<file path="src/rtl/cte_pkg.sv">
`timescale 1ns / 1ps
`default_nettype none

package cte_pkg;

	localparam int TIME_W     = 32;
	localparam int PNUM_W     = 6;
	localparam int PINCFG_W   = 4;
	localparam int FIRST_W    = 5;
	localparam int SPC_W      = 20;
	localparam int CFG_IDX_W  = 2;
	localparam int CFG_DATA_W = 20;
	localparam int QUEUE_DEPTH = 2;

	localparam logic [PINCFG_W-1:0] RST_PINS  = 4'd2;
	localparam logic [FIRST_W-1:0]  RST_FIRST = 5'd22;
	localparam logic [SPC_W-1:0]    RST_SPC   = 20'd9600;

	typedef enum logic [CFG_IDX_W-1:0] {
		REG_PINS  = 2'd0,
		REG_FIRST = 2'd1,
		REG_SPC   = 2'd2
	} cfg_reg_t;

	typedef struct packed {
		logic [PINCFG_W-1:0] pins_in_use;
		logic [FIRST_W-1:0]  first_pin_number;
		logic [SPC_W-1:0]    samples_per_capture;
	} cfg_t;

	typedef struct packed {
		logic [PNUM_W-1:0] pin_number;
		logic              new_level;
		logic [TIME_W-1:0] sample_time;
		logic              last_of_word;
	} event_t;

	typedef enum logic [1:0] {
		ST_IDLE,
		ST_RUN,
		ST_FLUSH
	} back_state_t;

endpackage

`default_nettype wire

</file>
<file path="src/rtl/cte_if.sv">
`timescale 1ns / 1ps
`default_nettype none

interface cte_cap_if #(parameter int WORD_BITS = 32);
	logic                 valid;
	logic                 ready;
	logic [WORD_BITS-1:0] capture_word;

	modport source(output valid, output capture_word, input ready);
	modport sink(input valid, input capture_word, output ready);
endinterface

interface cte_evt_if;
	logic                        valid;
	logic                        ready;
	logic [cte_pkg::PNUM_W-1:0]  pin_number;
	logic                        new_level;
	logic [cte_pkg::TIME_W-1:0]  sample_time;
	logic                        last_of_word;

	modport source(output valid, output pin_number, output new_level,
		output sample_time, output last_of_word, input ready);
	modport sink(input valid, input pin_number, input new_level,
		input sample_time, input last_of_word, output ready);
endinterface

`default_nettype wire

</file>
<file path="src/rtl/capture_transition_extractor.sv">
`timescale 1ns / 1ps
`default_nettype none

// Turns packed capture words into pin transition items (pin, new level, sample time,
// last-of-word mark). The front side classifies a word in the cycle it is accepted
// (layout from the pin count, samples left in the capture, start time) and places it
// in a two-entry queue; it takes a word every cycle while the queue has room. The back
// side walks the queued word one sample per cycle unless a sample holds further changes
// or a pending item cannot leave; each further change in a sample takes a step of its
// own, and each word also passes a load step and a flush step. The flush step exists
// because an item is held back so that the final item of a word can carry its mark.
// Results leave through an output register, so the back side keeps working while a
// result waits, until it has a further item to pass on. Configuration writes are taken
// at any time and must only happen while the block is idle.
module capture_transition_extractor #(
	parameter int WORD_BITS = 32,
	parameter int MAX_PINS  = 8
) (
	input  wire logic                             clk,
	input  wire logic                             arst_n,
	input  wire logic                             cfg_we,
	input  wire logic [cte_pkg::CFG_IDX_W-1:0]    cfg_index,
	input  wire logic [cte_pkg::CFG_DATA_W-1:0]   cfg_data,
	cte_cap_if.sink                               cap,
	cte_evt_if.source                             evt
);

	localparam int PMAX    = (MAX_PINS < WORD_BITS) ? MAX_PINS : WORD_BITS;
	localparam int PMAXC   = (PMAX < 15) ? PMAX : 15;
	localparam int ENTRY_W = WORD_BITS + $clog2(PMAXC + 1) + $clog2(WORD_BITS + 1)
		+ cte_pkg::TIME_W;

	cte_pkg::cfg_t      cfg_q;
	logic               q_push;
	logic               q_full;
	logic               q_pop;
	logic               q_empty;
	logic [ENTRY_W-1:0] q_wdata;
	logic [ENTRY_W-1:0] q_rdata;

	always_ff @(posedge clk or negedge arst_n) begin
		if (!arst_n) begin
			cfg_q.pins_in_use         <= cte_pkg::RST_PINS;
			cfg_q.first_pin_number    <= cte_pkg::RST_FIRST;
			cfg_q.samples_per_capture <= cte_pkg::RST_SPC;
		end else if (cfg_we) begin
			unique case (cfg_index)
				cte_pkg::REG_PINS: begin
					cfg_q.pins_in_use <= cfg_data[cte_pkg::PINCFG_W-1:0];
				end
				cte_pkg::REG_FIRST: begin
					cfg_q.first_pin_number <= cfg_data[cte_pkg::FIRST_W-1:0];
				end
				cte_pkg::REG_SPC: begin
					cfg_q.samples_per_capture <= cfg_data[cte_pkg::SPC_W-1:0];
				end
				default: begin
					// drop writes to unknown registers
				end
			endcase
		end
	end

	cte_front #(
		.WORD_BITS(WORD_BITS),
		.MAX_PINS (MAX_PINS)
	) u_front (
		.clk   (clk),
		.arst_n(arst_n),
		.cfg   (cfg_q),
		.cap   (cap),
		.q_full(q_full),
		.q_push(q_push),
		.q_data(q_wdata)
	);

	cte_queue #(
		.W(ENTRY_W)
	) u_queue (
		.clk      (clk),
		.arst_n   (arst_n),
		.push     (q_push),
		.push_data(q_wdata),
		.full     (q_full),
		.pop      (q_pop),
		.pop_data (q_rdata),
		.empty    (q_empty)
	);

	cte_back #(
		.WORD_BITS(WORD_BITS),
		.MAX_PINS (MAX_PINS)
	) u_back (
		.clk    (clk),
		.arst_n (arst_n),
		.cfg    (cfg_q),
		.q_empty(q_empty),
		.q_pop  (q_pop),
		.q_data (q_rdata),
		.evt    (evt)
	);

endmodule

`default_nettype wire

</file>
<file path="src/rtl/cte_queue.sv">
`timescale 1ns / 1ps
`default_nettype none

module cte_queue #(
	parameter int W = 1
) (
	input  wire logic         clk,
	input  wire logic         arst_n,
	input  wire logic         push,
	input  wire logic [W-1:0] push_data,
	output logic              full,
	input  wire logic         pop,
	output logic [W-1:0]      pop_data,
	output logic              empty
);

	localparam int DEPTH = cte_pkg::QUEUE_DEPTH;
	localparam int PTR_W = (DEPTH > 1) ? $clog2(DEPTH) : 1;
	localparam int CNT_W = $clog2(DEPTH + 1);

	logic [W-1:0]     mem_q [DEPTH];
	logic [PTR_W-1:0] wr_q;
	logic [PTR_W-1:0] rd_q;
	logic [CNT_W-1:0] count_q;
	logic             do_push;
	logic             do_pop;

	assign full     = (count_q == CNT_W'(DEPTH));
	assign empty    = (count_q == '0);
	assign do_push  = push && !full;
	assign do_pop   = pop && !empty;
	assign pop_data = mem_q[rd_q];

	always_ff @(posedge clk or negedge arst_n) begin
		if (!arst_n) begin
			wr_q    <= '0;
			rd_q    <= '0;
			count_q <= '0;
		end else begin
			if (do_push) begin
				wr_q <= (wr_q == PTR_W'(DEPTH - 1)) ? '0 : wr_q + PTR_W'(1);
			end
			if (do_pop) begin
				rd_q <= (rd_q == PTR_W'(DEPTH - 1)) ? '0 : rd_q + PTR_W'(1);
			end
			if (do_push && !do_pop) begin
				count_q <= count_q + CNT_W'(1);
			end else if (do_pop && !do_push) begin
				count_q <= count_q - CNT_W'(1);
			end
		end
	end

	always_ff @(posedge clk) begin
		if (do_push) begin
			mem_q[wr_q] <= push_data;
		end
	end

endmodule

`default_nettype wire

</file>
<file path="src/rtl/cte_front.sv">
`timescale 1ns / 1ps
`default_nettype none

module cte_front #(
	parameter int WORD_BITS = 32,
	parameter int MAX_PINS  = 8
) (
	input  wire logic          clk,
	input  wire logic          arst_n,
	input  wire cte_pkg::cfg_t cfg,
	cte_cap_if.sink            cap,
	input  wire logic          q_full,
	output logic               q_push,
	output logic [WORD_BITS + $clog2(((((MAX_PINS < WORD_BITS) ? MAX_PINS : WORD_BITS)
		< 15) ? ((MAX_PINS < WORD_BITS) ? MAX_PINS : WORD_BITS) : 15) + 1)
		+ $clog2(WORD_BITS + 1) + cte_pkg::TIME_W - 1:0] q_data
);

	localparam int PMAX  = (MAX_PINS < WORD_BITS) ? MAX_PINS : WORD_BITS;
	localparam int PMAXC = (PMAX < 15) ? PMAX : 15;
	localparam int PIN_W = $clog2(PMAXC + 1);
	localparam int CNT_W = $clog2(WORD_BITS + 1);
	localparam int TI_W  = (PMAXC > 1) ? $clog2(PMAXC) : 1;
	localparam int SPC_W = cte_pkg::SPC_W;

	typedef struct packed {
		logic [WORD_BITS-1:0]       word;
		logic [PIN_W-1:0]           pins;
		logic [CNT_W-1:0]           samples;
		logic [cte_pkg::TIME_W-1:0] start_time;
	} entry_t;

	logic [CNT_W-1:0] per_word_tab [PMAXC];
	logic [CNT_W-1:0] base_tab [PMAXC];

	for (genvar g = 0; g < PMAXC; g++) begin : g_tab
		localparam int PerWord = WORD_BITS / (g + 1);
		localparam int Base    = WORD_BITS - PerWord * (g + 1);
		assign per_word_tab[g] = CNT_W'(PerWord);
		assign base_tab[g]     = CNT_W'(Base);
	end

	logic [SPC_W-1:0]           sic_q;
	logic [cte_pkg::TIME_W-1:0] time_q;

	logic [PIN_W-1:0] pins;
	logic [TI_W-1:0]  tab_idx;
	logic [CNT_W-1:0] per_word;
	logic [CNT_W-1:0] base;
	logic [SPC_W-1:0] cap_len;
	logic [SPC_W-1:0] rem;
	logic             ends;
	logic [CNT_W-1:0] n;
	logic             accept;
	entry_t           entry;

	always_comb begin
		if (cfg.pins_in_use == '0) begin
			pins = PIN_W'(1);
		end else if (cfg.pins_in_use > cte_pkg::PINCFG_W'(PMAXC)) begin
			pins = PIN_W'(PMAXC);
		end else begin
			pins = PIN_W'(cfg.pins_in_use);
		end
	end

	assign tab_idx  = TI_W'(pins - PIN_W'(1));
	assign per_word = per_word_tab[tab_idx];
	assign base     = base_tab[tab_idx];

	// a capture already past a lowered length still takes one sample
	assign cap_len = (cfg.samples_per_capture == '0) ? SPC_W'(1) : cfg.samples_per_capture;
	assign rem     = (sic_q >= cap_len) ? SPC_W'(1) : cap_len - sic_q;
	assign ends    = (rem <= SPC_W'(per_word));
	assign n       = ends ? CNT_W'(rem) : per_word;

	assign cap.ready = !q_full;
	assign accept    = cap.valid && !q_full;
	assign q_push    = accept;

	always_comb begin
		entry.word       = cap.capture_word >> base;
		entry.pins       = pins;
		entry.samples    = n;
		entry.start_time = time_q;
	end

	assign q_data = entry;

	always_ff @(posedge clk or negedge arst_n) begin
		if (!arst_n) begin
			sic_q  <= '0;
			time_q <= '0;
		end else if (accept) begin
			sic_q  <= ends ? '0 : sic_q + SPC_W'(n);
			time_q <= time_q + cte_pkg::TIME_W'(n);
		end
	end

endmodule

`default_nettype wire

</file>
<file path="src/rtl/cte_back.sv">
`timescale 1ns / 1ps
`default_nettype none

module cte_back #(
	parameter int WORD_BITS = 32,
	parameter int MAX_PINS  = 8
) (
	input  wire logic          clk,
	input  wire logic          arst_n,
	input  wire cte_pkg::cfg_t cfg,
	input  wire logic          q_empty,
	output logic               q_pop,
	input  wire logic [WORD_BITS + $clog2(((((MAX_PINS < WORD_BITS) ? MAX_PINS : WORD_BITS)
		< 15) ? ((MAX_PINS < WORD_BITS) ? MAX_PINS : WORD_BITS) : 15) + 1)
		+ $clog2(WORD_BITS + 1) + cte_pkg::TIME_W - 1:0] q_data,
	cte_evt_if.source          evt
);

	localparam int PMAX  = (MAX_PINS < WORD_BITS) ? MAX_PINS : WORD_BITS;
	localparam int LVL_N = (PMAX < 15) ? PMAX : 15;
	localparam int PIN_W = $clog2(LVL_N + 1);
	localparam int CNT_W = $clog2(WORD_BITS + 1);
	localparam int IDX_W = (LVL_N > 1) ? $clog2(LVL_N) : 1;
	localparam int PNUM_W = cte_pkg::PNUM_W;

	typedef struct packed {
		logic [WORD_BITS-1:0]       word;
		logic [PIN_W-1:0]           pins;
		logic [CNT_W-1:0]           samples;
		logic [cte_pkg::TIME_W-1:0] start_time;
	} entry_t;

	cte_pkg::back_state_t st_q, st_d;

	entry_t                     entry;
	logic [WORD_BITS-1:0]       sh_q;
	logic [PIN_W-1:0]           pins_q;
	logic [CNT_W-1:0]           cnt_q;
	logic [cte_pkg::TIME_W-1:0] t_q;
	logic [LVL_N-1:0]           lvl_q;
	cte_pkg::event_t            hold_q;
	logic                       hold_v_q;
	cte_pkg::event_t            out_q;
	logic                       ov_q;

	logic [LVL_N-1:0] pmask;
	logic [LVL_N-1:0] smp;
	logic [LVL_N-1:0] diff;
	logic [LVL_N-1:0] low_oh;
	logic [IDX_W-1:0] low_idx;
	logic             has_ev;
	logic             advance;
	logic             last_smp;
	logic             can_push;
	logic             go;
	logic             load;
	logic             take_ev;
	logic             adv;
	logic             flush_push;
	logic             do_push;
	cte_pkg::event_t  new_ev;
	cte_pkg::event_t  push_ev;

	assign entry = q_data;

	always_comb begin
		for (int i = 0; i < LVL_N; i++) begin
			pmask[i] = (32'(i) < 32'(pins_q));
		end
	end

	assign smp    = sh_q[LVL_N-1:0];
	assign diff   = (smp ^ lvl_q) & pmask;
	assign low_oh = diff & (~diff + LVL_N'(1));

	always_comb begin
		low_idx = '0;
		for (int i = LVL_N - 1; i >= 0; i--) begin
			if (diff[i]) begin
				low_idx = IDX_W'(i);
			end
		end
	end

	assign has_ev   = |diff;
	// the sample is done once at most its lowest change is left
	assign advance  = ((diff & ~low_oh) == '0);
	assign last_smp = (cnt_q == CNT_W'(1));
	assign can_push = !ov_q || evt.ready;

	always_comb begin
		new_ev.pin_number   = PNUM_W'(cfg.first_pin_number) + PNUM_W'(low_idx);
		new_ev.new_level    = smp[low_idx];
		new_ev.sample_time  = t_q;
		new_ev.last_of_word = 1'b0;
	end

	always_comb begin
		st_d       = st_q;
		load       = 1'b0;
		go         = 1'b0;
		take_ev    = 1'b0;
		adv        = 1'b0;
		flush_push = 1'b0;
		unique case (st_q)
			cte_pkg::ST_IDLE: begin
				load = !q_empty;
				if (!q_empty) begin
					st_d = cte_pkg::ST_RUN;
				end
			end
			cte_pkg::ST_RUN: begin
				// hold while the pending item cannot leave
				go      = !(has_ev && hold_v_q) || can_push;
				take_ev = go && has_ev;
				adv     = go && advance;
				if (adv && last_smp) begin
					st_d = cte_pkg::ST_FLUSH;
				end
			end
			cte_pkg::ST_FLUSH: begin
				flush_push = hold_v_q && can_push;
				if (!hold_v_q || can_push) begin
					st_d = cte_pkg::ST_IDLE;
				end
			end
			default: begin
				st_d = cte_pkg::ST_IDLE;
			end
		endcase
	end

	assign q_pop   = load;
	assign do_push = (take_ev && hold_v_q) || flush_push;

	always_comb begin
		push_ev              = hold_q;
		push_ev.last_of_word = flush_push;
	end

	always_ff @(posedge clk or negedge arst_n) begin
		if (!arst_n) begin
			st_q <= cte_pkg::ST_IDLE;
		end else begin
			st_q <= st_d;
		end
	end

	always_ff @(posedge clk or negedge arst_n) begin
		if (!arst_n) begin
			lvl_q    <= '0;
			hold_v_q <= 1'b0;
			ov_q     <= 1'b0;
		end else begin
			if (do_push) begin
				ov_q <= 1'b1;
			end else if (evt.ready) begin
				ov_q <= 1'b0;
			end
			if (take_ev) begin
				lvl_q    <= lvl_q ^ low_oh;
				hold_v_q <= 1'b1;
			end else if (flush_push) begin
				hold_v_q <= 1'b0;
			end
		end
	end

	always_ff @(posedge clk) begin
		if (load) begin
			sh_q   <= entry.word;
			pins_q <= entry.pins;
			cnt_q  <= entry.samples;
			t_q    <= entry.start_time;
		end else if (adv) begin
			sh_q  <= sh_q >> pins_q;
			cnt_q <= cnt_q - CNT_W'(1);
			t_q   <= t_q + cte_pkg::TIME_W'(1);
		end
		if (take_ev) begin
			hold_q <= new_ev;
		end
		if (do_push) begin
			out_q <= push_ev;
		end
	end

	assign evt.valid        = ov_q;
	assign evt.pin_number   = out_q.pin_number;
	assign evt.new_level    = out_q.new_level;
	assign evt.sample_time  = out_q.sample_time;
	assign evt.last_of_word = out_q.last_of_word;

	a_run_has_samples: assert property (@(posedge clk) disable iff (!arst_n)
		(st_q == cte_pkg::ST_RUN) |-> (cnt_q != '0))
		else $error("sample count empty while running");

	a_idle_no_pending: assert property (@(posedge clk) disable iff (!arst_n)
		(st_q == cte_pkg::ST_IDLE) |-> !hold_v_q)
		else $error("pending item left over after word");

	a_flush_clears: assert property (@(posedge clk) disable iff (!arst_n)
		flush_push |=> (!hold_v_q && ov_q && evt.last_of_word))
		else $error("final item of word not presented");

endmodule

`default_nettype wire

</file>
<file path="src/flat_wrapper.sv">
// flat-port wrapper written by rule: the top's interface ports become plain ports
module capture_transition_extractor_flat 
#(
	parameter int WORD_BITS = 32,
	parameter int MAX_PINS  = 8
)
  (clk, arst_n, cfg_we, cfg_index, cfg_data, cap_valid, cap_capture_word, cap_ready, evt_valid, evt_pin_number, evt_new_level, evt_sample_time, evt_last_of_word, evt_ready);
  cte_cap_if #(.WORD_BITS(WORD_BITS)) cap_i ();
  cte_evt_if evt_i ();
  input  wire logic clk;
  input  wire logic arst_n;
  input  wire logic cfg_we;
  input  wire logic [cte_pkg::CFG_IDX_W-1:0] cfg_index;
  input  wire logic [cte_pkg::CFG_DATA_W-1:0] cfg_data;
  input wire logic [$bits(cap_i.valid)-1:0] cap_valid;
  input wire logic [$bits(cap_i.capture_word)-1:0] cap_capture_word;
  output wire logic [$bits(cap_i.ready)-1:0] cap_ready;
  output wire logic [$bits(evt_i.valid)-1:0] evt_valid;
  output wire logic [$bits(evt_i.pin_number)-1:0] evt_pin_number;
  output wire logic [$bits(evt_i.new_level)-1:0] evt_new_level;
  output wire logic [$bits(evt_i.sample_time)-1:0] evt_sample_time;
  output wire logic [$bits(evt_i.last_of_word)-1:0] evt_last_of_word;
  input wire logic [$bits(evt_i.ready)-1:0] evt_ready;
  assign cap_i.valid = cap_valid;
  assign cap_i.capture_word = cap_capture_word;
  assign cap_ready = cap_i.ready;
  assign evt_valid = evt_i.valid;
  assign evt_pin_number = evt_i.pin_number;
  assign evt_new_level = evt_i.new_level;
  assign evt_sample_time = evt_i.sample_time;
  assign evt_last_of_word = evt_i.last_of_word;
  assign evt_i.ready = evt_ready;
  capture_transition_extractor #(.WORD_BITS(WORD_BITS), .MAX_PINS(MAX_PINS)) u_core (.clk(clk), .arst_n(arst_n), .cfg_we(cfg_we), .cfg_index(cfg_index), .cfg_data(cfg_data), .cap(cap_i), .evt(evt_i));
endmodule
</file>
<file path="config.mk">
export PLATFORM = sky130hd
export DESIGN_NAME = capture_transition_extractor_flat
export DESIGN_NICKNAME = d
export VERILOG_FILES = /design/src/rtl/cte_pkg.sv /design/src/rtl/cte_if.sv /design/src/rtl/capture_transition_extractor.sv /design/src/rtl/cte_queue.sv /design/src/rtl/cte_front.sv /design/src/rtl/cte_back.sv /design/src/flat_wrapper.sv
export SDC_FILE = /design/constraint.sdc
export NUM_CORES = 1
export LEC_CHECK = 0
export BUFFER_PORTS_ARGS = -buffer_cell sky130_fd_sc_hd__buf_2
export CAP_MARGIN = 10
export CORE_MARGIN = 2
export CORE_UTILIZATION = 60
export DETAILED_ROUTE_END_ITERATION = 10
export PLACE_DENSITY = 0.78
export SYNTH_ARGS = -nofsm -noshare
export SYNTH_HDL_FRONTEND = slang
export SYNTH_SLANG_ARGS = --single-unit
</file>
<file path="constraint.sdc">
create_clock -name clk -period 18.2 [get_ports clk]
set_input_delay 0 -clock clk [delete_from_list [all_inputs] [get_ports clk]]
set_output_delay 0 -clock clk [all_outputs]
set_load 0.02 [all_outputs]
</file>
# Word level (Yosys, flattened, before mapping)
# Memory sizes are Yosys's and may differ from the RTL's.
# Cells that the tools add are included.
[totals] ff_bits=250 mem_bits_ro=96 inputBits=59 mem_bits_rw=148 out_inout_bits=42 mem_count=3
[memory_table] name="u_core.u_queue.mem_q" depth=2 word_bits=74 rd=1 rd_ports_with_merged_regs=0 wr=1 line="cte_queue.sv:21" rtl="logic [W-1:0] mem_q [DEPTH];"
[memory_table] name="(no name shown)" depth=8 word_bits=6 rd=1 rd_ports_with_merged_regs=0 wr=0 line="cte_front.sv:69" rtl="assign base = base_tab[tab_idx];"
[memory_table] name="(no name shown)" depth=8 word_bits=6 rd=1 rd_ports_with_merged_regs=0 wr=0 line="cte_front.sv:68" rtl="assign per_word = per_word_tab[tab_idx];"
[op_classes] n_addsub=12 n_eq_ne=9 n_lt_le_gt_ge=13 n_shift=2 bitwise=8 n_mux=44 n_reduce_logical=37
[op_table] op="$mux W32" count=4
[op_table] op="$mux W20" count=3
[op_table] op="$mux W6" count=7
[op_table] op="$add A32 B1 Y32 const B" count=1
[op_table] op="$add A32 B6 Y32" count=1
[op_table] op="$shr A32 B4 Y32" count=1
[op_table] op="$shr A32 B6 Y32" count=1
[op_table] op="$and A8 B8 Y8" count=3
[op_table] op="$mux W3" count=8
[op_table] op="$add A20 B6 Y20" count=1
[op_table] op="$ge A20 B20 Y1" count=1
[op_table] op="$le A20 B6 Y1" count=1
[op_table] op="$logic_not A20 Y1" count=1
[op_table] op="$sub A20 B20 Y20" count=1
[op_table] op="$lt A3 B4 Y1 const A" count=4
[op_table] op="$not A8 Y8" count=2
[op_table] op="$xor A8 B8 Y8" count=2
[op_table] op="$mux W1" count=13
[op_table] op="$logic_and A1 B1 Y1" count=11
[op_table] op="$mux W2" count=5
[op_table] op="$add A8 B1 Y8 const B" count=1
[op_table] op="$logic_not A8 Y1" count=1
[op_table] op="$lt A1 B4 Y1 const A" count=2
[op_table] op="$lt A2 B4 Y1 const A" count=2
[op_table] op="25 further kinds" count=48

# Longest topological paths before layout
[depth] word_depth=12 ltp_mapped=38

# By module
# From an unflattened synthesis, not the netlist that was laid out.
[hier_totals] hier_cells=1604 hier_area_um2=20367.0
[modules_own_cells] module="cte_back" cells_per_inst=695 seq_area_each_um2=4894.7 n_inst=1 area_each_um2=8424.3
[modules_own_cells] module="cte_queue" cells_per_inst=249 seq_area_each_um2=4544.4 n_inst=1 area_each_um2=5739.3
[modules_own_cells] module="cte_front" cells_per_inst=597 seq_area_each_um2=1301.2 n_inst=1 area_each_um2=4997.3
[modules_own_cells] module="capture_transition_extractor" cells_per_inst=63 seq_area_each_um2=735.7 n_inst=1 area_each_um2=1206.2

# Least setup slack after synthesis
# OpenSTA, ideal clock, no wires.
[synth_path] kind="register -> register" start="register u_core.cfg_q[10] in the netlist's numbering" end="register u_core.u_front.time_q[22] in the netlist's numbering" n_path_buf=2 required_time_ns=18.077 setup_slack_ns=11.417 t_arrival_ns=6.660 synth_period_minus_slack_ns=6.783 path_stages_with_launch=38 cell_sequence="dfstp_2 > nor4_1 > nand4_1 > nor4_1 > nor2_1 > ha_1 > inv_1 > fa_1 > a211o_2 > a211oi_1 > o21bai_1 > a22o_1 > a21o_1 > nand2_1 > inv_1 > ha_1 > a211oi_1 > a21oi_1 > [... 2 more ...] > nor4_1 > nand3_1 > or2_1 > buf_6 > mux2i_1 > ha_1 > inv_1 > fa_1 > inv_1 > a21oi_1 > o21ai_0 > and2_1 > o21ai_0 > a21oi_1 > and3_1 > clkbuf_1 > nand4_1 > xnor2_1"
[synth_via] elab_chain_cells=7
[synth_lines] element="from (decl)" line="capture_transition_extractor.sv:33" rtl="cte_pkg::cfg_t cfg_q;"
[synth_lines] element="$logic_not A20 Y1" line="cte_front.sv:72" rtl="assign cap_len = (cfg.samples_per_capture == '0) ? SPC_W'(1) : cfg.samples_per_capture;"
[synth_lines] element="$mux W20 *" line="cte_front.sv:72"
[synth_lines] element="$sub A20 B20 Y20 or $ge A20 B20 Y1 (tied branches)" line="cte_front.sv:73" rtl="assign rem = (sic_q >= cap_len) ? SPC_W'(1) : cap_len - sic_q;"
[synth_lines] element="$mux W20 *" line="cte_front.sv:73"
[synth_lines] element="$le A20 B6 Y1" line="cte_front.sv:74" rtl="assign ends = (rem <= SPC_W'(per_word));"
[synth_lines] element="$mux W6 *" line="cte_front.sv:75" rtl="assign n = ends ? CNT_W'(rem) : per_word;"
[synth_lines] element="named net u_core.q_wdata[32]" line="capture_transition_extractor.sv:38" rtl="logic [ENTRY_W-1:0] q_wdata;"
[synth_lines] element="$add A32 B6 Y32 *" line="cte_front.sv:96" rtl="time_q <= time_q + cte_pkg::TIME_W'(n);"
[synth_lines] element="to (signal assigned)" line="cte_front.sv:96"
[synth_lines] element="to (decl)" line="cte_front.sv:44" rtl="logic [cte_pkg::TIME_W-1:0] time_q;"
# Mark *: on every way through the listed nets, which the timed path passes. The rest lies on a longest branch.
# A chain may end at the register's enable or synchronous reset.

# Worst setup path after layout
[layout_path] start="register u_core.cfg_q[12] in the netlist's numbering" end="register u_core.u_front.time_q[22] in the netlist's numbering"
# Same word-level chain as after synthesis.

==> impl_results.md <==
- Starting Density: 60.5%
- Clock-pin slew on the worst setup and hold paths: roughly 60 ps
- Largest net degree at the start of global routing: 77
- Worst-Margin Slew: 1210 ps
- Mean Syn Cell Area: 12.4 um^2
- Global-route wire length before repair: around 64 mm
- Top_reg_cell synth: edfxtp_1
- Nets: around 1800
- DIE AREA: 34100 um^2
- Tcrit/Tclk final: 44.1%
- Mapped Nets: 1690
- PwrDens: 183 nW/um^2
- Post-synth EDFFs: 301
- RD Place Congestion: 0.932
- First-pass iteration count of the detailed router: 7
- Total core area: between 30000 and 40000 um^2
- Distinct cells, synth: 63
- CTS tree: done
- Post-CTS Setup Bufs: 0
- Max Fanout on Critical Path: 8
- Startpoint Class: register
- Max H-tree Level: 2
- # DRC: 0
- WS Path Type: register to register
- Reg2reg setup slack: slightly above 10000 ps
- Seq/Total Area, Yosys: between 50% and 60%
- Yosys top cell by area: edfxtp_1
- Area delta synth->final: 15.3%
- Area post-placement: 20500 um^2
- Hold Path Class: primary input to register
- Area share of the largest cell type after synthesis: a little under half
- LEAKAGE: 9.06 nW
- Slew Viols, Final: 0
- I/O Buffers: 100
- Commonest cells post-synth: edfxtp_1 (301), mux2i_1 (139), nand2_1 (131)
- Clock skew: ~16 ps
- Fraction of registers with async set/reset: between 20% and 30%
- Clk Latency, worst-skew pair: ~540 ps
- Setup TNS Final: 0 ps
- Via count: 12900
- # setup viols final: 0
- Longest Clk Path Bufs: 3
- Die Ht: ~180 um
- Tmin final: 8020 ps
- Initial DRC Count: 1130
- Worst vdd ir: 180 uV
- Fmax: 125 MHz
- DR WL/cell: roughly 18 um
- Most common cell in the synthesized netlist: edfxtp_1
- Antenna Cells: 0
- Clock sink count: 398
- Clock buffer count from CTS: 40
- Critical Path RT: around 19000 ps
- RSZ-0062 raised after global routing: no
- Mapped cell area: 19600 um^2
- Critical Path AT: ~8400 ps
- Max-slew headroom at the worst pin: 19.2%
- Max-cap violations: 0
- Hpwl dp: 26.6 mm
- GR Overflow Total: 0
- Top post-synthesis cells by area: edfxtp_1 (46%), dfrtp_1 (11%), mux2i_1 (7.1%), xnor2_1 (3.4%), mux2_2 (3.2%)
- Post-synthesis register bit count: roughly 400
- Routed WL: 40.0 mm
- Root buffer cell: clkbuf_16
- Finished Cell Area: between 20000 and 25000 um^2
- Synth warn: 0
- GRT Overall Usage: a little under a quarter
- Delay of the slowest cell on the worst path: between 500 and 600 ps
- Row count: 66
- Crit-path slowest cell: a21oi_1
- Top Ports: 101
- Fin. Hold Viols: 0
- Crit. End Element: register
- DR vias/cell: 5.84
- Die Wd: 185 um
- Mapped Cells: 1578
- Total power draw: 4.14 mW
- Status: complete, no violations
- Initial antenna violation count: 0
- Vias in the first global route: 12400
- Final ANT Viol Nets: 0
- Share of cells above drive strength 1: 15.9%
==> kinds of logic (layout without fill, tap and decap cells) <==
logic type                 count (synthesis)  in the layout  synth area share [%]
and+or+nand+nor                          399            399                  9.50
DFF                                      398            398                  58.6
AOI/OAI and AO/OA                        264            264                  8.07
muxes                                    215            215                  12.6
buffers and inverters                    136            319                  2.71
xor gates and xnor gates                 112            112                  5.00
adders and majority gates                 54             54                  3.59
==> final cells by class <==
type                            instances  area (um^2)
Clock buffer                           50         1060
Clock inverter                         23          285
Fill cell                            2259         9770
Inverter                               53          199
Multi-Input combinational cell       1044         7630
Sequential cell                       398        11500
Tap cell                              442          553
Timing Repair Buffer                  193         1390
==> final timing paths <==
kind                                                          end  cells past startpoint                startpoint
worst max-delay path                    u_core.u_front.time_q[22]                     35          u_core.cfg_q[12]
max in group asynchronous                        u_core.cfg_q[12]                      4                    arst_n
min in group asynchronous                        u_core.cfg_q[13]                      3                    arst_n
worst max register to register          u_core.u_front.time_q[22]                     35          u_core.cfg_q[12]
worst min-delay path                             u_core.cfg_q[26]                      3                    cfg_we
worst min register to register  u_core.u_back.evt.sample_time[27]                      0  u_core.u_back.hold_q[28]
==> per-layer routing <==
| metal | up-vias | track usage, % | wire [um] |
|---|---|---|---|
| met1 | 6219 | 33.9 | 17400 |
| met3 | 82 | 3.68 | 2780 |
| li1 | 6113 | - | - |
| met5 | - | 0 | 0 |
| met2 | 452 | 38.9 | 19000 |
| met4 | 0 | 6.13 | 831 |
==> power breakdown <==
part | switching (mW) | internal [mW] | total, mW
logic | 0.975 | 0.637 | 1.61
registers | 0.202 | 1.49 | 1.69
clock network | 0.347 | 0.490 | 0.837
total | 1.52 | 2.61 | 4.14
==> flip-flops by register name, summed over array words and instances, names as in the netlist, 2 cells and up, named ones only <==
| signal | count |
|---|---|
| u_core.u_back.evt.sample_time | 32 |
| u_core.u_back.sh_q | 32 |
| u_core.u_queue.count_q | 2 |
| u_core.u_back.pins_q | 4 |
| u_core.u_front.sic_q | 20 |
| u_core.u_queue.mem_q | 148 |
| u_core.u_front.time_q | 32 |
| u_core.u_back.st_q | 2 |
| u_core.u_back.evt.pin_number | 6 |
| u_core.u_back.cnt_q | 6 |
| u_core.cfg_q | 29 |
| u_core.u_back.t_q | 32 |
| u_core.u_back.hold_q | 39 |
| u_core.u_back.lvl_q | 7 |
==> per-stage QoR <==
stage | std cells | hold slack, ps | worst slack (ps) | utilization [%]
finish | 2203 | 42.0 | 10180 | 69.8
global route | 2203 | 56.9 | 9530 | 69.8
CTS | 2203 | 13.2 | 10240 | 69.8
detailed placement | 2053 | -94.0 | 10290 | 63.3
global placement | 2053 | -98.1 | 10610 | 63.3
floorplan | 1578 | -296 | 11420 | -
==> placed cells by master, fill, tap and decap left out, types with 48 or more instances in the layout <==
master         Yosys  final
edfxtp_1         301    301
mux2i_1          139    139
nand2_1          131    130
nor2_1           109    108
a21oi_1          102    101
buf_2              8     99
dfrtp_1           89     88
dlygate4sd3_1      0     77
xnor2_1           75     75
o21ai_0           57     56
mux2_2            56     56
ha_1              49     49
inv_1             49     48
==> critical path, delay by kind of cell (launching register included) <==
kind	cells	cell delay (ps)
buf+inv	4	270
flops	1	400
xor+xnor	1	150
fa+ha+maj	5	1330
mux	1	410
simple gates	12	2920
compound gates	12	2420
==> timing repair <==
| item | CTS | global route |
|---|---|---|
| hold buffers | 77 | 0 |
| hold endpoints to repair | 113 | 0 |
| resized for setup | 0 | 0 |
No activity file was read; power rests on OpenSTA's default activity.
